==> src/hw/rtl/svpd_pkg.sv <==
package svpd_pkg;

  localparam logic [7:0] HdrByte = 8'hFF;
  localparam logic [7:0] LowMask = 8'h7F;
  localparam logic [7:0] NegMark = 8'hF0;

  localparam int unsigned CountW = 5;
  localparam int unsigned ValueW = 16;
  localparam int unsigned OutIdxW = 4;

  typedef enum logic [1:0] {
    PhHunt = 2'd0,
    PhLow  = 2'd1,
    PhHigh = 2'd2,
    PhSign = 2'd3
  } phase_e;

  typedef struct packed {
    logic                     valid;
    logic signed [ValueW-1:0] value;
    logic [OutIdxW-1:0]       index;
    logic                     last;
  } result_t;

endpackage

==> src/hw/rtl/svpd_decode.sv <==
module svpd_decode #(
  parameter int unsigned MAX_VALUES = 16
) (
  input  logic                         clk_i,
  input  logic                         rst_ni,
  input  logic                         accept_i,
  input  logic [7:0]                   byte_i,
  input  logic [svpd_pkg::CountW-1:0]  count_i,
  output svpd_pkg::result_t            result_o
);

  localparam int unsigned IdxW  = (MAX_VALUES > 1) ? $clog2(MAX_VALUES) : 1;
  localparam int unsigned MaxW  = $clog2(MAX_VALUES + 1);
  localparam int unsigned CmpW  = ((MaxW > svpd_pkg::CountW) ? MaxW : svpd_pkg::CountW) + 1;

  localparam logic [CmpW-1:0] MaxCount = CmpW'(MAX_VALUES);

  svpd_pkg::phase_e phase_q, phase_d;
  logic [IdxW-1:0]  index_q, index_d;
  logic [6:0]       low_q, low_d;
  logic [7:0]       high_q, high_d;

  logic [CmpW-1:0]                    count_ext;
  logic [CmpW-1:0]                    eff_count;
  logic [CmpW-1:0]                    index_plus;
  logic                               last;
  logic [svpd_pkg::ValueW-1:0]        mag;
  logic [IdxW+svpd_pkg::OutIdxW-1:0]  index_ext;

  always_ff @(posedge clk_i or negedge rst_ni) begin
    if (!rst_ni) begin
      phase_q <= svpd_pkg::PhHunt;
      index_q <= '0;
      low_q   <= '0;
      high_q  <= '0;
    end else begin
      phase_q <= phase_d;
      index_q <= index_d;
      low_q   <= low_d;
      high_q  <= high_d;
    end
  end

  // zero count acts as one, counts above the limit saturate
  always_comb begin
    count_ext = CmpW'(count_i);
    if (count_ext == '0) begin
      eff_count = CmpW'(1);
    end else if (count_ext > MaxCount) begin
      eff_count = MaxCount;
    end else begin
      eff_count = count_ext;
    end
  end

  assign index_plus = CmpW'(index_q) + CmpW'(1);
  assign last       = (index_plus >= eff_count);
  assign mag        = {1'b0, high_q, low_q};
  assign index_ext  = {{svpd_pkg::OutIdxW{1'b0}}, index_q};

  always_comb begin
    phase_d = phase_q;
    index_d = index_q;
    low_d   = low_q;
    high_d  = high_q;

    result_o.valid = 1'b0;
    result_o.value = (byte_i == svpd_pkg::NegMark) ? -mag : mag;
    result_o.index = index_ext[svpd_pkg::OutIdxW-1:0];
    result_o.last  = last;

    if (accept_i) begin
      unique case (phase_q)
        svpd_pkg::PhHunt: begin
          if (byte_i == svpd_pkg::HdrByte) begin
            phase_d = svpd_pkg::PhLow;
            index_d = '0;
          end
        end
        svpd_pkg::PhLow: begin
          low_d   = 7'(byte_i & svpd_pkg::LowMask);
          phase_d = svpd_pkg::PhHigh;
        end
        svpd_pkg::PhHigh: begin
          high_d  = byte_i;
          phase_d = svpd_pkg::PhSign;
        end
        svpd_pkg::PhSign: begin
          result_o.valid = 1'b1;
          low_d  = '0;
          high_d = '0;
          if (last) begin
            phase_d = svpd_pkg::PhHunt;
            index_d = '0;
          end else begin
            phase_d = svpd_pkg::PhLow;
            index_d = index_q + IdxW'(1);
          end
        end
        default: begin
          phase_d = svpd_pkg::PhHunt;
        end
      endcase
    end
  end

endmodule

==> src/hw/rtl/signed_value_packet_deframer.sv <==
// channel   dir  width  fields (low bit up)
// s_axis    in   8      rx_byte
// m_axis    out  24     value[15:0], value_index[19:16], zero fill; tlast = last_in_packet
// cfg       in   5      values_per_packet, written when cfg_we_i is high
//
// one byte is taken per cycle while s_axis_tready is high; a value leaves in the cycle after its sign byte
// is taken, set by the single result register behind the byte decoder.
// reset puts the decoder in header hunt with the count at one.
// a result held by m_axis_tready low stalls s_axis until it is taken;
// the register frees in the same cycle it is taken, so no bubble appears.
module signed_value_packet_deframer #(
  parameter int unsigned MAX_VALUES = 16
) (
  input  logic        clk_i,
  input  logic        rst_ni,

  input  logic        s_axis_tvalid,
  output logic        s_axis_tready,
  input  logic [7:0]  s_axis_tdata,   // rx_byte

  output logic        m_axis_tvalid,
  input  logic        m_axis_tready,
  output logic [23:0] m_axis_tdata,   // value[15:0], value_index[19:16], zeros
  output logic        m_axis_tlast,   // last_in_packet

  input  logic        cfg_we_i,
  input  logic [4:0]  cfg_wdata_i     // values_per_packet
);

  logic [svpd_pkg::CountW-1:0] count_q;
  logic                        accept;
  svpd_pkg::result_t           result;

  logic                              out_valid_q;
  logic [svpd_pkg::ValueW-1:0]       out_value_q;
  logic [svpd_pkg::OutIdxW-1:0]      out_index_q;
  logic                              out_last_q;

  assign s_axis_tready = !out_valid_q || m_axis_tready;
  assign accept        = s_axis_tvalid && s_axis_tready;

  always_ff @(posedge clk_i or negedge rst_ni) begin
    if (!rst_ni) begin
      count_q <= svpd_pkg::CountW'(1);
    end else if (cfg_we_i) begin
      count_q <= cfg_wdata_i;
    end
  end

  svpd_decode #(
    .MAX_VALUES(MAX_VALUES)
  ) u_decode (
    .clk_i   (clk_i),
    .rst_ni  (rst_ni),
    .accept_i(accept),
    .byte_i  (s_axis_tdata),
    .count_i (count_q),
    .result_o(result)
  );

  always_ff @(posedge clk_i or negedge rst_ni) begin
    if (!rst_ni) begin
      out_valid_q <= 1'b0;
    end else if (s_axis_tready) begin
      out_valid_q <= result.valid;
    end
  end

  always_ff @(posedge clk_i) begin
    if (result.valid) begin
      out_value_q <= result.value;
      out_index_q <= result.index;
      out_last_q  <= result.last;
    end
  end

  assign m_axis_tvalid = out_valid_q;
  assign m_axis_tdata  = {4'b0, out_index_q, out_value_q};
  assign m_axis_tlast  = out_last_q;

endmodule

==> config.mk <==
export PLATFORM = sky130hd
export DESIGN_NAME = signed_value_packet_deframer
export DESIGN_NICKNAME = d
export VERILOG_FILES = /design/src/hw/rtl/svpd_pkg.sv /design/src/hw/rtl/svpd_decode.sv /design/src/hw/rtl/signed_value_packet_deframer.sv
export SDC_FILE = /design/constraint.sdc
export NUM_CORES = 1
export LEC_CHECK = 0
export BUFFER_PORTS_ARGS = -buffer_cell sky130_fd_sc_hd__buf_2
export CORE_MARGIN = 10
export CORE_UTILIZATION = 52
export CTS_BUF_LIST = sky130_fd_sc_hd__clkbuf_4
export DETAILED_ROUTE_END_ITERATION = 10
export GPL_TIMING_DRIVEN = 0
export PLACE_DENSITY_LB_ADDON = 0.15
export SLEW_MARGIN = 20
export SYNTH_ARGS = -nofsm -noshare
export SYNTH_HDL_FRONTEND = slang
export SYNTH_HIERARCHICAL = 1
export SYNTH_SLANG_ARGS = --single-unit
==> constraint.sdc <==
create_clock -name clk_i -period 1.94 [get_ports clk_i]
set_input_delay 0.097 -clock clk_i [delete_from_list [all_inputs] [get_ports clk_i]]
set_output_delay 0.097 -clock clk_i [all_outputs]
set_load 0.005 [all_outputs]
# After elaboration in Yosys (flattened, before gate mapping)
# Index checks and enable logic that the tools add are counted.
# word_totals
ramBits,0
out_inout_bits,27
ff_bits,48
wordCells,46
memories,0
rom_bits,0
latch_bits,0
# op_classes
n_addsub,3
mul,0
reduce_logical,12
n_eq_ne,6
n_div,0
magnitude_cmp,2
bitwise_logic,0
n_mux,13
shift,0
# ops
operator,count
8-bit == test (second input constant),2
15-bit negator with 16-bit output,1
8-bit one-hot mux with 2 select lines,1
15-bit two-way mux,1
7-bit one-hot mux with 2 select lines,1
4-bit two-way mux,2
2-bit one-hot mux with 4 select lines,1
4-bit one-hot mux with 2 select lines,1
6-bit >= comparator,1
6-bit two-way mux,1
2-bit AND reduction,3
2-bit nonzero test,3
4-bit by 1-bit adder with 5-bit output (second input constant),1
5-bit greater-than comparator (second input constant),1
5-bit zero test,1
5-bit two-way mux,1
4-bit by 1-bit adder with 4-bit output (second input constant),1
2-bit == test (second input constant),2
1-bit two-way mux,3
3-bit AND reduction,1
2-bit by 1-bit == test with 1-bit output (second input constant),1
2-bit zero test,1
2-bit two-way mux,1
2-bit by 1-bit inequality test with 1-bit output (second input constant),1
other kinds (3),3

# Depth between registers and ports, before layout
# Gate-level depths: netlist of the first run.
# depth
ltp_word,6
depth_mapped,8
depth_no_buf,8

# Hierarchy
# The synthesis of the first run kept the hierarchy.
# by_module_without_submodules
module,cells_each,seq_area_each_um2,n_inst,area_each_um2
svpd_decode,173,525.5,1,1556.5
signed_value_packet_deframer,40,782.0,1,890.9

# Least setup slack after synthesis of the first run
# Ideal clock, no wire load.
# synth_timing
kind,flip-flop to flip-flop
startpoint,register u_decode.index_q[0]
endpoint,"register out_last_q, in the netlist m_axis_tlast (data pin)"
period_less_slack_ps,1809
setup_slack_ps,131
t_required_ps,1689
path_stages_with_launch,8
path_buffers,1
arrival_time_ps,1558
path_cell_list,dfrtp_1 > ha_1 > xor2_1 > ha_1 > a21o_1 > a21oi_1 > o21ai_0 > buf_4
# synth_via
elab_chain_cells,2
# synth_lines
element,line,text
start: declaration,svpd_decode.sv:19,"logic [IdxW-1:0] index_q, index_d;"
start signal: assignment,svpd_decode.sv:38,index_q <= index_d;
4-bit by 1-bit adder with 5-bit output,svpd_decode.sv:56,assign index_plus = CmpW'(index_q) + CmpW'(1);
6-bit >= comparator,svpd_decode.sv:57,assign last = (index_plus >= eff_count);
net u_decode.last,svpd_decode.sv:26,logic last;
end signal: assignment,signed_value_packet_deframer.sv:73,out_last_q <= result.last;
end: declaration,signed_value_packet_deframer.sv:37,logic out_last_q;
# The timed path passes the listed nets, and every way through them passes these cells.
# A chain may end at the register's enable or synchronous reset.

# Final worst setup path of the first run
# layout_timing
startpoint,register u_decode.index_q[1]
endpoint,register u_decode.index_q[2]
# layout_via
elab_chain_cells,4
word_cells_on_any_way,5
cone_classes,2 x add/sub; 1 x order compare; 2 x mux
# layout_lines
element,line,text
4-bit by 1-bit adder with 5-bit output,svpd_decode.sv:56,
6-bit >= comparator,svpd_decode.sv:57,
4-bit two-way mux *,svpd_decode.sv:92,if (last) begin
4-bit one-hot mux with 2 select lines *,svpd_decode.sv:73,unique case (phase_q)
# Every way passes the cells marked *; elsewhere a longest branch is shown, timed or not.

==> results of run 1 <==
==> worst reg2reg max path, delay by kind of cell, from the launching register on <==
family	cells	cell delay [ns]
DFF	1	0.47
buffers and inverters	1	0.22
xor gates and xnor gates	1	0.16
adders and majority gates	2	0.38
AOI/OAI and AO/OA	4	0.64
==> flip-flops by register name, summed over array words and instances, names as in the netlist <==
name and cells:
out_value_q 16, count_q 5, u_decode/phase_q 2, u_decode/high_q 8
u_decode/low_q 7, m_axis_tvalid 1, out_index_q 4, u_decode/index_q 4
m_axis_tlast 1
==> metal layers <==
layer | vias to the layer above | global-route usage, % | wire length (µm)
met5 | - | 0 | 0
met4 | 0 | 3.08 | 29
met3 | 4 | 4.60 | 375
met2 | 54 | 21.3 | 2420
met1 | 885 | 17.3 | 2310
li1 | 906 | - | -
==> cells by family (layout without fill, tap and decap cells) <==
logic type      count (synthesis)  after routing  share of synthesized area (%)
mux                             5              5                           2.30
simple gates                   39             39                           8.90
other cells                     1              4                          0.153
compound gates                 58             58                           17.5
xor+xnor                       15             15                           5.37
buf+inv                        36             96                           6.75
fa+ha+maj                      11             11                           5.62
flops                          48             48                           53.4
==> cells in the mapped netlist (2+ instances only) <==
master	instances
nand2_1	8
o21ai_1	2
o21ai_0	6
buf_4	6
o2bb2ai_1	4
xnor2_1	14
o22ai_1	14
edfxtp_1	21
o211ai_1	3
inv_1	20
nand4_1	2
dfrtp_1	26
clkbuf_1	9
nand3_1	6
a21oi_1	3
ha_1	11
mux2_2	5
o31ai_1	2
nor2_1	4
a2bb2oi_1	14
and2_1	4
o41ai_1	2
nor3_1	5
nand2b_1	3
==> what timing repair did <==
item | 4_1_cts | 5_1_grt
endpoints found under the hold margin | 31 | 0
gates cloned | 0 | 0
setup buffers | 2 | 5
hold buffers | 6 | 0
pin swaps | 1 | 10
setup endpoints to repair | 28 | 37
resized for setup | 5 | 13
==> report_power, final <==
group | switching [mW] | internal [mW] | total [mW]
sequential | 0.258 | 1.45 | 1.70
clock | 0.312 | 0.269 | 0.581
combinational | 0.845 | 0.811 | 1.66
==> cell type report <==
| type | instances | area [µm²] | area share [%] |
|---|---|---|---|
| clock inverters | 3 | 42.5 | 1.43 |
| inverters | 20 | 75.1 | 2.52 |
| clock buffers | 5 | 37.5 | 1.26 |
| well taps | 52 | 65.1 | 2.19 |
| repair buffers | 53 | 313 | 10.5 |
| multi-input cells | 132 | 1040 | 35.1 |
| flip-flops and latches | 48 | 1310 | 44.1 |
| plain buffers | 15 | 87.6 | 2.94 |
==> metrics by stage <==
| step | utilization [%] | total power, mW | cells |
|---|---|---|---|
| after floorplan | - | 2.80 | 216 |
| after global placement | 61.3 | 3.16 | 308 |
| after detailed placement | 61.3 | 3.21 | 308 |
| after CTS | 65.0 | 3.84 | 324 |
| after global routing | 66.9 | 4.24 | 328 |
| final | 66.9 | 3.94 | 328 |
==> final timing paths <==
path / start / to / slack (ns)
worst max-delay path: u_decode/index_q[1] / u_decode/index_q[2] / 0.002
worst min-delay path: m_axis_tready / m_axis_tvalid / 0.02
worst max register to register: u_decode/index_q[1] / u_decode/index_q[2] / 0.002
worst min register to register: count_q[2] / count_q[2] / 0.55
max in group asynchronous: rst_ni / u_decode/index_q[0] / 1.25
min in group asynchronous: rst_ni / count_q[1] / 0.27
==> results by group, run 1 <==
Outcome
  – Outcome: completed

Setup path
  – Critical-path cell list: ha_4 -> xor2_1 -> ha_1 -> a21o_1 -> a21oi_2 -> o211ai_1 -> buf_4 -> o2bb2ai_2
  – Critical path arrival: 2.23 ns
  – Worst Path Class, Setup: reg2reg
  – CP max FO: 4
  – Largest delay share family, worst path: compound AO/OA/AOI/OAI gates
  – Number of cell instances on the worst register-to-register path: 8
  – Slowest stage cell on the critical path: dfrtp_2
  – Setup crit end kind: register
  – Critical path launch point type: register
  – Worst Path Required: 2.23 ns
  – Number of logic stages on the critical path including buffering: 8
  – Worst stage delay on the critical path: 0.47 ns
  – Number of buffer and inverter stages on the critical path: 1

Timing
  – Maximum clock frequency: 516 MHz
  – Setup TNS: 0 ns
  – Final max-slew violation count: 0
  – Unrepaired setup endpoints after global routing: yes
  – Final worst path period share: 99.9%
  – Setup-violating endpoint count in the final report: 0
  – Minimum clock period after layout: 1.94 ns
  – Final number of hold-violating endpoints: 0
  – Setup ws final: 0.00176 ns
  – Relative slew margins: 60.7%
  – Slew at the pin closest to its max-slew limit: 0.590 ns
  – Final Hold Slack: 0.0181 ns
  – Layout Skew: 0.00486 ns

Yosys
  – Synthesized netlist cell count: 213
  – Cell type contributing the most total cell area after synthesis: dfrtp_1
  – Syn Area/Cell: 11.5 µm²
  – Mapped cell area: 2450 µm²
  – Main area contributors after synthesis: dfrtp_1 (27%), edfxtp_1 (26%), ha_1 (5.6%)
  – Total of flip-flops plus latches after synthesis: 48
  – Distinct cells, synth: 43
  – Number of enable flip-flop cells after synthesis: 21
  – Sequential area share after synthesis: 53.4%
  – Share of synthesized registers carrying an async set or reset: 56.3%
  – Top-area cell type share of the netlist area: 26.6%
  – Top FF cell, synth: dfrtp_1
  – Total number of yosys warnings: 6

Routing
  – Via total after detailed routing: 1849
  – Antenna Violating Nets Remaining: 0
  – DRT Wirelength: 5.13 mm
  – Detailed router's first-iteration violation count: 113
  – Per-cell routed wire length: 15.6 µm
  – Remaining DRCs: 0
  – Via-per-instance ratio: 5.64
  – Number of iterations in the first detailed-routing pass: 4

Layout
  – Commonest non-fill, non-tap cells in the layout: buf_2 (40), dfrtp_1 (23), edfxtp_1 (21)
  – Share of post-route cells with drive strength above 1: 31.5%
  – Final net count: 304
  – Total inserted antenna cells: 0
  – Summed area of non-filler cells in the final layout: 2980 µm²
  – Fill cells: 360
  – Growth of design area from synthesis to finish: 21.6%
  – Most frequent standard cell in the layout excluding fill and tap cells: buf_2

Place
  – Port Buf Inserts: 40
  – Post-DP HPWL: 3.68 mm
  – Post-placement cell area: 2720 µm²
  – Worst setup timing slack at the placement stage: -0.248 ns
  – RD Place Congestion: 0.785

Die
  – X dimension of the die: 88.6 µm
  – Die boundary height: 88.6 µm
  – Initial cell density of the core: 55.1%
  – Die area: 7850 µm²
  – Cell row count: 24
  – I/O pin count: 45
  – Core region area: 4440 µm²

Global routing
  – Pin count of the biggest net entering global routing: 28
  – Overall Global Routing Usage: 13.4%
  – Total gr overflow: 0
  – Initial antenna violation count: 0
  – First-pass GRT wire length: 8.41 mm
  – Vias in the first global route: 1790

Clock tree
  – CTS tree: done
  – Worst-Skew Late Latency: 0.36 ns
  – Clock tree buffer depth: 2
  – Count of clock tree sinks: 48
  – Worst-path clk slew: 0.13 ns
  – Buffer type at the clock tree root: clkbuf_4
  – H-Tree Depth: 2
  – Number of buffers created by CTS: 5

Power and ir drop
  – Static leakage: 1.27 nW
  – Power density relative to cell area: 1320 nW/µm²
  – Worst supply voltage drop on vdd: 0.664 mV

Worst hold path
  – Hold Path Cell Cnt: 3
  – Min-delay worst type: in2reg

Run
  – Total of max-cap violations: 0
(Power assumes the default switching activity.)
==> run 2, diff against run 1 <==
Settings changed: MAX_ROUTING_LAYER from default to met4.
==> run 2 against run 1 <==
Net effect:
- clock-buffer cell count unchanged
- clock skew about the same
- core utilization unchanged
- register-to-register slack barely moved
- critical path depth unchanged
- die area did not move
- largest power group unchanged
- highest routed layer unchanged
==> results by group, run 2 (same netlist as run 1, synthesis figures left out) <==
Power and ir drop
  – Static leakage: 1.27 nW (unchanged)
  – Switching part of the total: 36.0% (+0.051 points)
  – Net switching power figure: 1.42 mW (+0.22%)
  – Power density relative to cell area: 1330 nW/µm² (about the same)
  – Worst supply voltage drop on vdd: 0.666 mV (+0.33%)
  – Sequential Power Share: 43.2% (about the same)
  – Logic gate share of total power: 42.0% (about the same)
  – Proportion of power drawn by the clock network: 14.8% (about the same)
  – Internal power: 2.53 mW (about the same)
  – Final total power: 3.94 mW (about the same)

Routing
  – Via-per-instance ratio: 5.64 (about the same)
  – Antenna Violating Nets Remaining: 0 (unchanged)
  – Via total after detailed routing: 1850 (+0.054%)
  – Detailed router's first-iteration violation count: 113 (unchanged)
  – DRT Wirelength: 5.15 mm (+0.29%)
  – Number of iterations in the first detailed-routing pass: 4 (unchanged)
  – Remaining DRCs: 0 (unchanged)
  – Per-cell routed wire length: 15.7 µm (+0.29%)

Layout
  – Most frequent standard cell in the layout excluding fill and tap cells: buf_2
  – Commonest non-fill, non-tap cells in the layout: buf_2 (40), dfrtp_1 (23), edfxtp_1 (21)
  – Registers with the most flip-flops: out_value_q x16, u_decode/high_q x8, u_decode/low_q x7
  – End-of-flow core utilization: 66.9% (unchanged)
  – Total inserted antenna cells: 0 (unchanged)
  – Final net count: 304 (unchanged)
  – Fill cells: 360 (unchanged)
  – Share of post-route cells with drive strength above 1: 31.5% (unchanged)
  – Growth of design area from synthesis to finish: 21.6% (unchanged)
  – Seq. cell area: 1310 µm² (unchanged)
  – Area of the multi-input gates: 1040 µm² (unchanged)
  – Register containing the most flip-flops in the final layout: out_value_q
  – Flip-flop count of the largest register, all copies and words added: 16 (unchanged)

Place
  – Port Buf Inserts: 40 (unchanged)
  – Post-DP HPWL: 3.68 mm (unchanged)
  – RD Place Congestion: 0.796 (+1.4%)

Setup path
  – Worst Path Required: 2.24 ns (about the same)
  – Number of buffer and inverter stages on the critical path: 1 (unchanged)
  – Reg2Reg Setup Slack: 0.002 ns (about the same)
  – CP max FO: 4 (unchanged)
  – Critical path arrival: 2.24 ns (about the same)
  – Worst stage delay on the critical path: 0.47 ns (about the same)
  – Slowest stage cell on the critical path: dfrtp_2
  – Worst Path Class, Setup: reg2reg
  – Critical-path cell list: ha_4 -> xor2_1 -> ha_1 -> a21o_1 -> a21oi_2 -> o211ai_1 -> buf_4 -> o2bb2ai_2
  – Setup crit end kind: register
  – Largest delay share family, worst path: compound AO/OA/AOI/OAI gates
  – Critical path launch point type: register

Clock tree
  – Buffer type at the clock tree root: clkbuf_4
  – Worst-path clk slew: 0.13 ns (about the same)
  – CTS tree: done
  – Count of clock tree sinks: 48 (unchanged)
  – Clock tree buffer depth: 2 (unchanged)
  – Worst-Skew Late Latency: 0.36 ns (about the same)
  – Number of buffers created by CTS: 5 (unchanged)
  – H-Tree Depth: 2 (unchanged)

Global routing
  – Initial antenna violation count: 0 (unchanged)
  – Vias in the first global route: 1790 (unchanged)
  – Total gr overflow: 0 (unchanged)
  – Overall Global Routing Usage: 13.8% (+0.41 points)
  – First-pass GRT wire length: 8.41 mm (unchanged)
  – Pin count of the biggest net entering global routing: 28 (unchanged)

Die
  – Initial cell density of the core: 55.1% (unchanged)
  – X dimension of the die: 88.6 µm (unchanged)
  – I/O pin count: 45 (unchanged)
  – Die boundary height: 88.6 µm (unchanged)
  – Die area: 7850 µm² (unchanged)
  – Cell row count: 24 (unchanged)
  – Core region area: 4440 µm² (unchanged)

Timing
  – Setup-violating endpoint count in the final report: 0 (unchanged)
  – Layout Skew: 0.00531 ns (+0.000450 ns)
  – Minimum clock period after layout: 1.94 ns (+0.00000533 ns)
  – Final worst path period share: 99.9% (about the same)
  – Slew at the pin closest to its max-slew limit: 0.591 ns (+0.00158 ns)
  – Maximum clock frequency: 516 MHz (about the same)
  – Relative slew margins: 60.6% (-0.11 points)
  – Final max-slew violation count: 0 (unchanged)
  – Final number of hold-violating endpoints: 0 (unchanged)
  – Unrepaired setup endpoints after global routing: yes

Worst hold path
  – Min-delay worst type: in2reg

Outcome
  – Outcome: completed

Run
  – Total of max-cap violations: 0 (unchanged)
==> run 2: final timing paths <==
path                                          start                   to  cells past startpoint
worst min-delay path                  m_axis_tready        m_axis_tvalid                      3
worst max-delay path            u_decode/index_q[1]  u_decode/index_q[2]                      8
worst min register to register           count_q[2]           count_q[2]                      1
max in group asynchronous                    rst_ni  u_decode/index_q[0]                      2
worst max register to register  u_decode/index_q[1]  u_decode/index_q[2]                      8
min in group asynchronous                    rst_ni           count_q[1]                      2
==> run 2: layout make-up <==
| type | count | area share, % |
|---|---|---|
| Inverter | 20 | 2.52 |
| Sequential cell | 48 | 44.1 |
| Clock buffer | 5 | 1.26 |
| Buffer | 15 | 2.94 |
| Multi-Input combinational cell | 132 | 35.1 |
| Clock inverter | 3 | 1.43 |
| Tap cell | 52 | 2.19 |
| Timing Repair Buffer | 53 | 10.5 |
==> run 2: timing repair <==
action,in CTS,in global routing
hold endpoints to repair,31,0
pin swaps,1,10
endpoints found under the setup margin,28,37
hold buffers,6,0
resized for setup,5,13
buffers inserted,2,5
==> run 2: through the flow <==
stage	hold WS, ns	setup TNS [ns]	std cells	worst slack, ns	instance area, µm²
floorplan	-0.199	0	216	0.131	2460
global placement	0.143	-5.55	308	-0.269	2720
detailed placement	0.143	-5.86	308	-0.248	2720
CTS	0.00773	0	324	0.00581	2890
global route	0.0287	-0.135	328	-0.0466	2980
finish	0.0179	0	328	0.00176	2980
==> run 2: metal layers <==
layer	routed length, µm	GRT usage (%)	vias to the layer above	share of wire (%)
met5	0	-	-	0
met4	31	3.08	0	0.60
met3	310	3.86	4	6.0
met2	2420	21.3	54	47
met1	2390	17.7	886	46
li1	-	-	906	-
==> run 2: power by group through the flow <==
stage	sequential, mW	clock [mW]	combinational [mW]
after floorplan	1.67	0	1.13
after global placement	1.71	0	1.46
after detailed placement	1.72	0	1.49
after CTS	1.68	0.604	1.55
after global routing	1.74	0.648	1.85
final	1.70	0.583	1.66
==> run 2: worst reg2reg max path, stage by stage, from the launching register on <==
cell	delay (ns)
dfrtp_2	0.47
ha_4	0.18
xor2_1	0.16
ha_1	0.20
a21o_1	0.18
a21oi_2	0.17
o211ai_1	0.19
buf_4	0.22
o2bb2ai_2	0.10
==> run 3, diff against run 2 <==
Settings changed: CORE_MARGIN 10 to 5, CTS_BUF_LIST sky130_fd_sc_hd__clkbuf_4 to sky130_fd_sc_hd__clkbuf_4 sky130_fd_sc_hd__clkbuf_8.
==> run 3 against run 2 <==
Net effect:
- sequential share of layout area increased by 0.94 points
- flip-flop and latch count unchanged
- total power grew 1.8%
- critical path depth unchanged
- register-to-register slack better by 0.04 ns
- cell count shrank 1.8%
- core utilization down 4.5 points
- clock-buffer cell count is the same
- via count down 3.2%
- hold slack better by 0.011 ns
- critical endpoint unchanged
- largest cell class unchanged
==> results by group, run 3 (same netlist as run 1, synthesis figures left out) <==
Layout
  – Registers with the most flip-flops: out_value_q x16, u_decode/high_q x8, u_decode/low_q x7
  – End-of-flow core utilization: 62.4% (-4.5 points)
  – Flip-flop count of the largest register, all copies and words added: 16 (unchanged)
  – Total inserted antenna cells: 0 (unchanged)
  – Final net count: 296 (-2.6%)
  – Most frequent standard cell in the layout excluding fill and tap cells: buf_2
  – Growth of design area from synthesis to finish: 18.9%
  – Commonest non-fill, non-tap cells in the layout: buf_2 (40), dfrtp_1 (24), edfxtp_1 (21)
  – Register containing the most flip-flops in the final layout: out_value_q
  – Share of post-route cells with drive strength above 1: 29.9% (-1.7 points)
  – Fill cells: 370 (+2.8%)

Global routing
  – Most used routing layer: met2
  – Initial antenna violation count: 0 (unchanged)
  – Pin count of the biggest net entering global routing: 28 (unchanged)
  – Met1 global-route usage: 23.1% (+5.4 points)
  – Fraction of met2 tracks used by global routing: 26.6% (+5.3 points)
  – First-pass GRT wire length: 8.22 mm (-2.3%)
  – Overall Global Routing Usage: 17.3% (+3.4 points)
  – Vias in the first global route: 1684 (-5.9%)
  – Met3 demand-to-capacity share in global routing: 3.67% (-0.19 points)
  – Total gr overflow: 0 (unchanged)

Die
  – Cell row count: 25 (+4.2%)
  – I/O pin count: 45 (unchanged)
  – Initial cell density of the core: 52.5% (-2.6 points)
  – Die area: 6180 µm² (-21%)
  – X dimension of the die: 78.6 µm (-11%)
  – Die boundary height: 78.6 µm (-11%)
  – Core region area: 4660 µm² (+4.9%)

Clock tree
  – Count of clock tree sinks: 48 (unchanged)
  – Clock tree buffer depth: 2 (unchanged)
  – Worst-path clk slew: 0.08 ns (-0.05 ns)
  – Worst-Skew Late Latency: 0.30 ns (-0.06 ns)
  – Number of buffers created by CTS: 5 (unchanged)
  – CTS tree: done
  – H-Tree Depth: 2 (unchanged)
  – Buffer type at the clock tree root: clkbuf_8

Timing
  – Final worst path period share: 97.8% (-2.1 points)
  – Layout Skew: 0.00827 ns (+0.00295 ns)
  – Setup ws final: 0.0427 ns (+0.0409 ns)
  – Maximum clock frequency: 527 MHz (+2.2%)
  – Minimum clock period after layout: 1.90 ns (-0.0409 ns)
  – Relative slew margins: 58.8% (-1.8 points)
  – Final max-slew violation count: 0 (unchanged)
  – Slew at the pin closest to its max-slew limit: 0.619 ns (+0.0275 ns)
  – Final number of hold-violating endpoints: 0 (unchanged)
  – Unrepaired setup endpoints after global routing: yes
  – Setup-violating endpoint count in the final report: 0 (unchanged)

Power and ir drop
  – Switching part of the total: 35.4% (-0.59 points)
  – Internal power: 2.60 mW (+2.7%)
  – Power density relative to cell area: 1380 nW/µm² (+4.1%)
  – Worst supply voltage drop on vdd: 0.831 mV (+25%)
  – Sequential Power Share: 42.6% (-0.6 points)
  – Proportion of power drawn by the clock network: 17.8% (+3.0 points)
  – Static leakage: 1.24 nW (-2.2%)
  – Logic gate share of total power: 39.6% (-2.4 points)
  – Net switching power figure: 1.42 mW (+0.14%)

Setup path
  – Critical path launch point type: register
  – Number of buffer and inverter stages on the critical path: 1 (unchanged)
  – Largest delay share family, worst path: compound AO/OA/AOI/OAI gates
  – Setup crit end kind: register
  – Slowest stage cell on the critical path: dfrtp_2
  – Worst Path Class, Setup: reg2reg
  – Critical-path cell list: ha_2 -> xor2_1 -> ha_1 -> a21o_1 -> a21oi_2 -> o211ai_1 -> buf_4 -> o2bb2ai_1
  – CP max FO: 5 (+1)
  – Worst Path Required: 2.16 ns (-0.08 ns)
  – Worst stage delay on the critical path: 0.45 ns (-0.02 ns)
  – Critical path arrival: 2.12 ns (-0.12 ns)

Routing
  – Via total after detailed routing: 1791 (-3.2%)
  – Per-cell routed wire length: 15.1 µm (-3.7%)
  – Via-per-instance ratio: 5.56 (-1.4%)
  – Detailed router's first-iteration violation count: 117 (+3.5%)
  – Number of iterations in the first detailed-routing pass: 4 (unchanged)
  – Remaining DRCs: 0 (unchanged)
  – Antenna Violating Nets Remaining: 0 (unchanged)
  – DRT Wirelength: 4.87 mm (-5.4%)

Run
  – Total of max-cap violations: 0 (unchanged)

Worst hold path
  – Min-delay worst type: in2reg

Place
  – Port Buf Inserts: 40 (unchanged)
  – RD Place Congestion: 0.784 (-1.6%)
  – Post-DP HPWL: 3.52 mm (-4.4%)
  – Worst setup timing slack at the placement stage: -0.251 ns (-0.00335 ns)

Outcome
  – Outcome: completed
==> run 3: repair_timing <==
action | 4_1_cts | 5_1_grt
hold buffers | 1 | 0
endpoints found under the setup margin | 28 | 38
resized for setup | 5 | 7
setup buffers | 1 | 3
hold endpoints to repair | 26 | 0
pin swaps | 1 | 4
==> run 3: power groups by stage <==
stage / Sequential, mW / Combinational, mW / Clock [mW]
floorplan: 1.67 / 1.13 / 0
global placement: 1.71 / 1.46 / 0
detailed placement: 1.72 / 1.49 / 0
CTS: 1.70 / 1.53 / 0.733
global route: 1.75 / 1.78 / 0.779
finish: 1.71 / 1.59 / 0.714
==> run 3: routing by layer <==
metal	up-vias	part of all wire, %	wire length [µm]
met5	-	0	0
met4	0	1.2	60
met3	8	5.7	275
met2	54	47	2310
met1	846	46	2230
li1	883	-	-
==> run 3: path summary, 6_finish.rpt <==
check                               startpoint             endpoint  slack (ns)  cells past startpoint
setup / recovery           u_decode/index_q[0]  u_decode/index_q[2]        0.04                      8
hold reg to reg                  m_axis_tvalid        m_axis_tvalid        0.53                      2
max in group asynchronous               rst_ni  u_decode/index_q[2]        1.15                      2
min in group asynchronous               rst_ni   u_decode/high_q[7]        0.34                      2
hold / removal                  cfg_wdata_i[0]           count_q[0]        0.03                      2
setup reg to reg           u_decode/index_q[0]  u_decode/index_q[2]        0.04                      8
==> run 3: stage by stage <==
stage	instances	power [mW]	instance area (µm²)	TNS, ns	hold slack [ns]
finish	322	4.02	2910	0	0.0290
global route	322	4.32	2910	-1.91	0.0120
CTS	320	3.95	2870	0	0.0173
detailed placement	310	3.20	2730	-5.62	0.151
global placement	310	3.16	2730	-5.72	0.136
floorplan	216	2.80	2460	0	-0.199
==> run 3: final cells by class <==
class                      count  area (µm²)  share of cell area (%)
sequential                    48        1310                    45.0
buffer                        15        86.3                    2.97
clock buffer                   5        68.8                    2.36
timing repair buffer          45         240                    8.25
inverter                      20        75.1                    2.58
multi-input combinational    132        1020                    35.0
tap                           54        67.6                    2.32
clock inverter                 3        42.5                    1.46
==> run 3: worst register-to-register path: stages (launching register included) <==
cell	delay, ns
dfrtp_2	0.45
ha_2	0.22
xor2_1	0.16
ha_1	0.19
a21o_1	0.16
a21oi_2	0.17
o211ai_1	0.14
buf_4	0.19
o2bb2ai_1	0.13
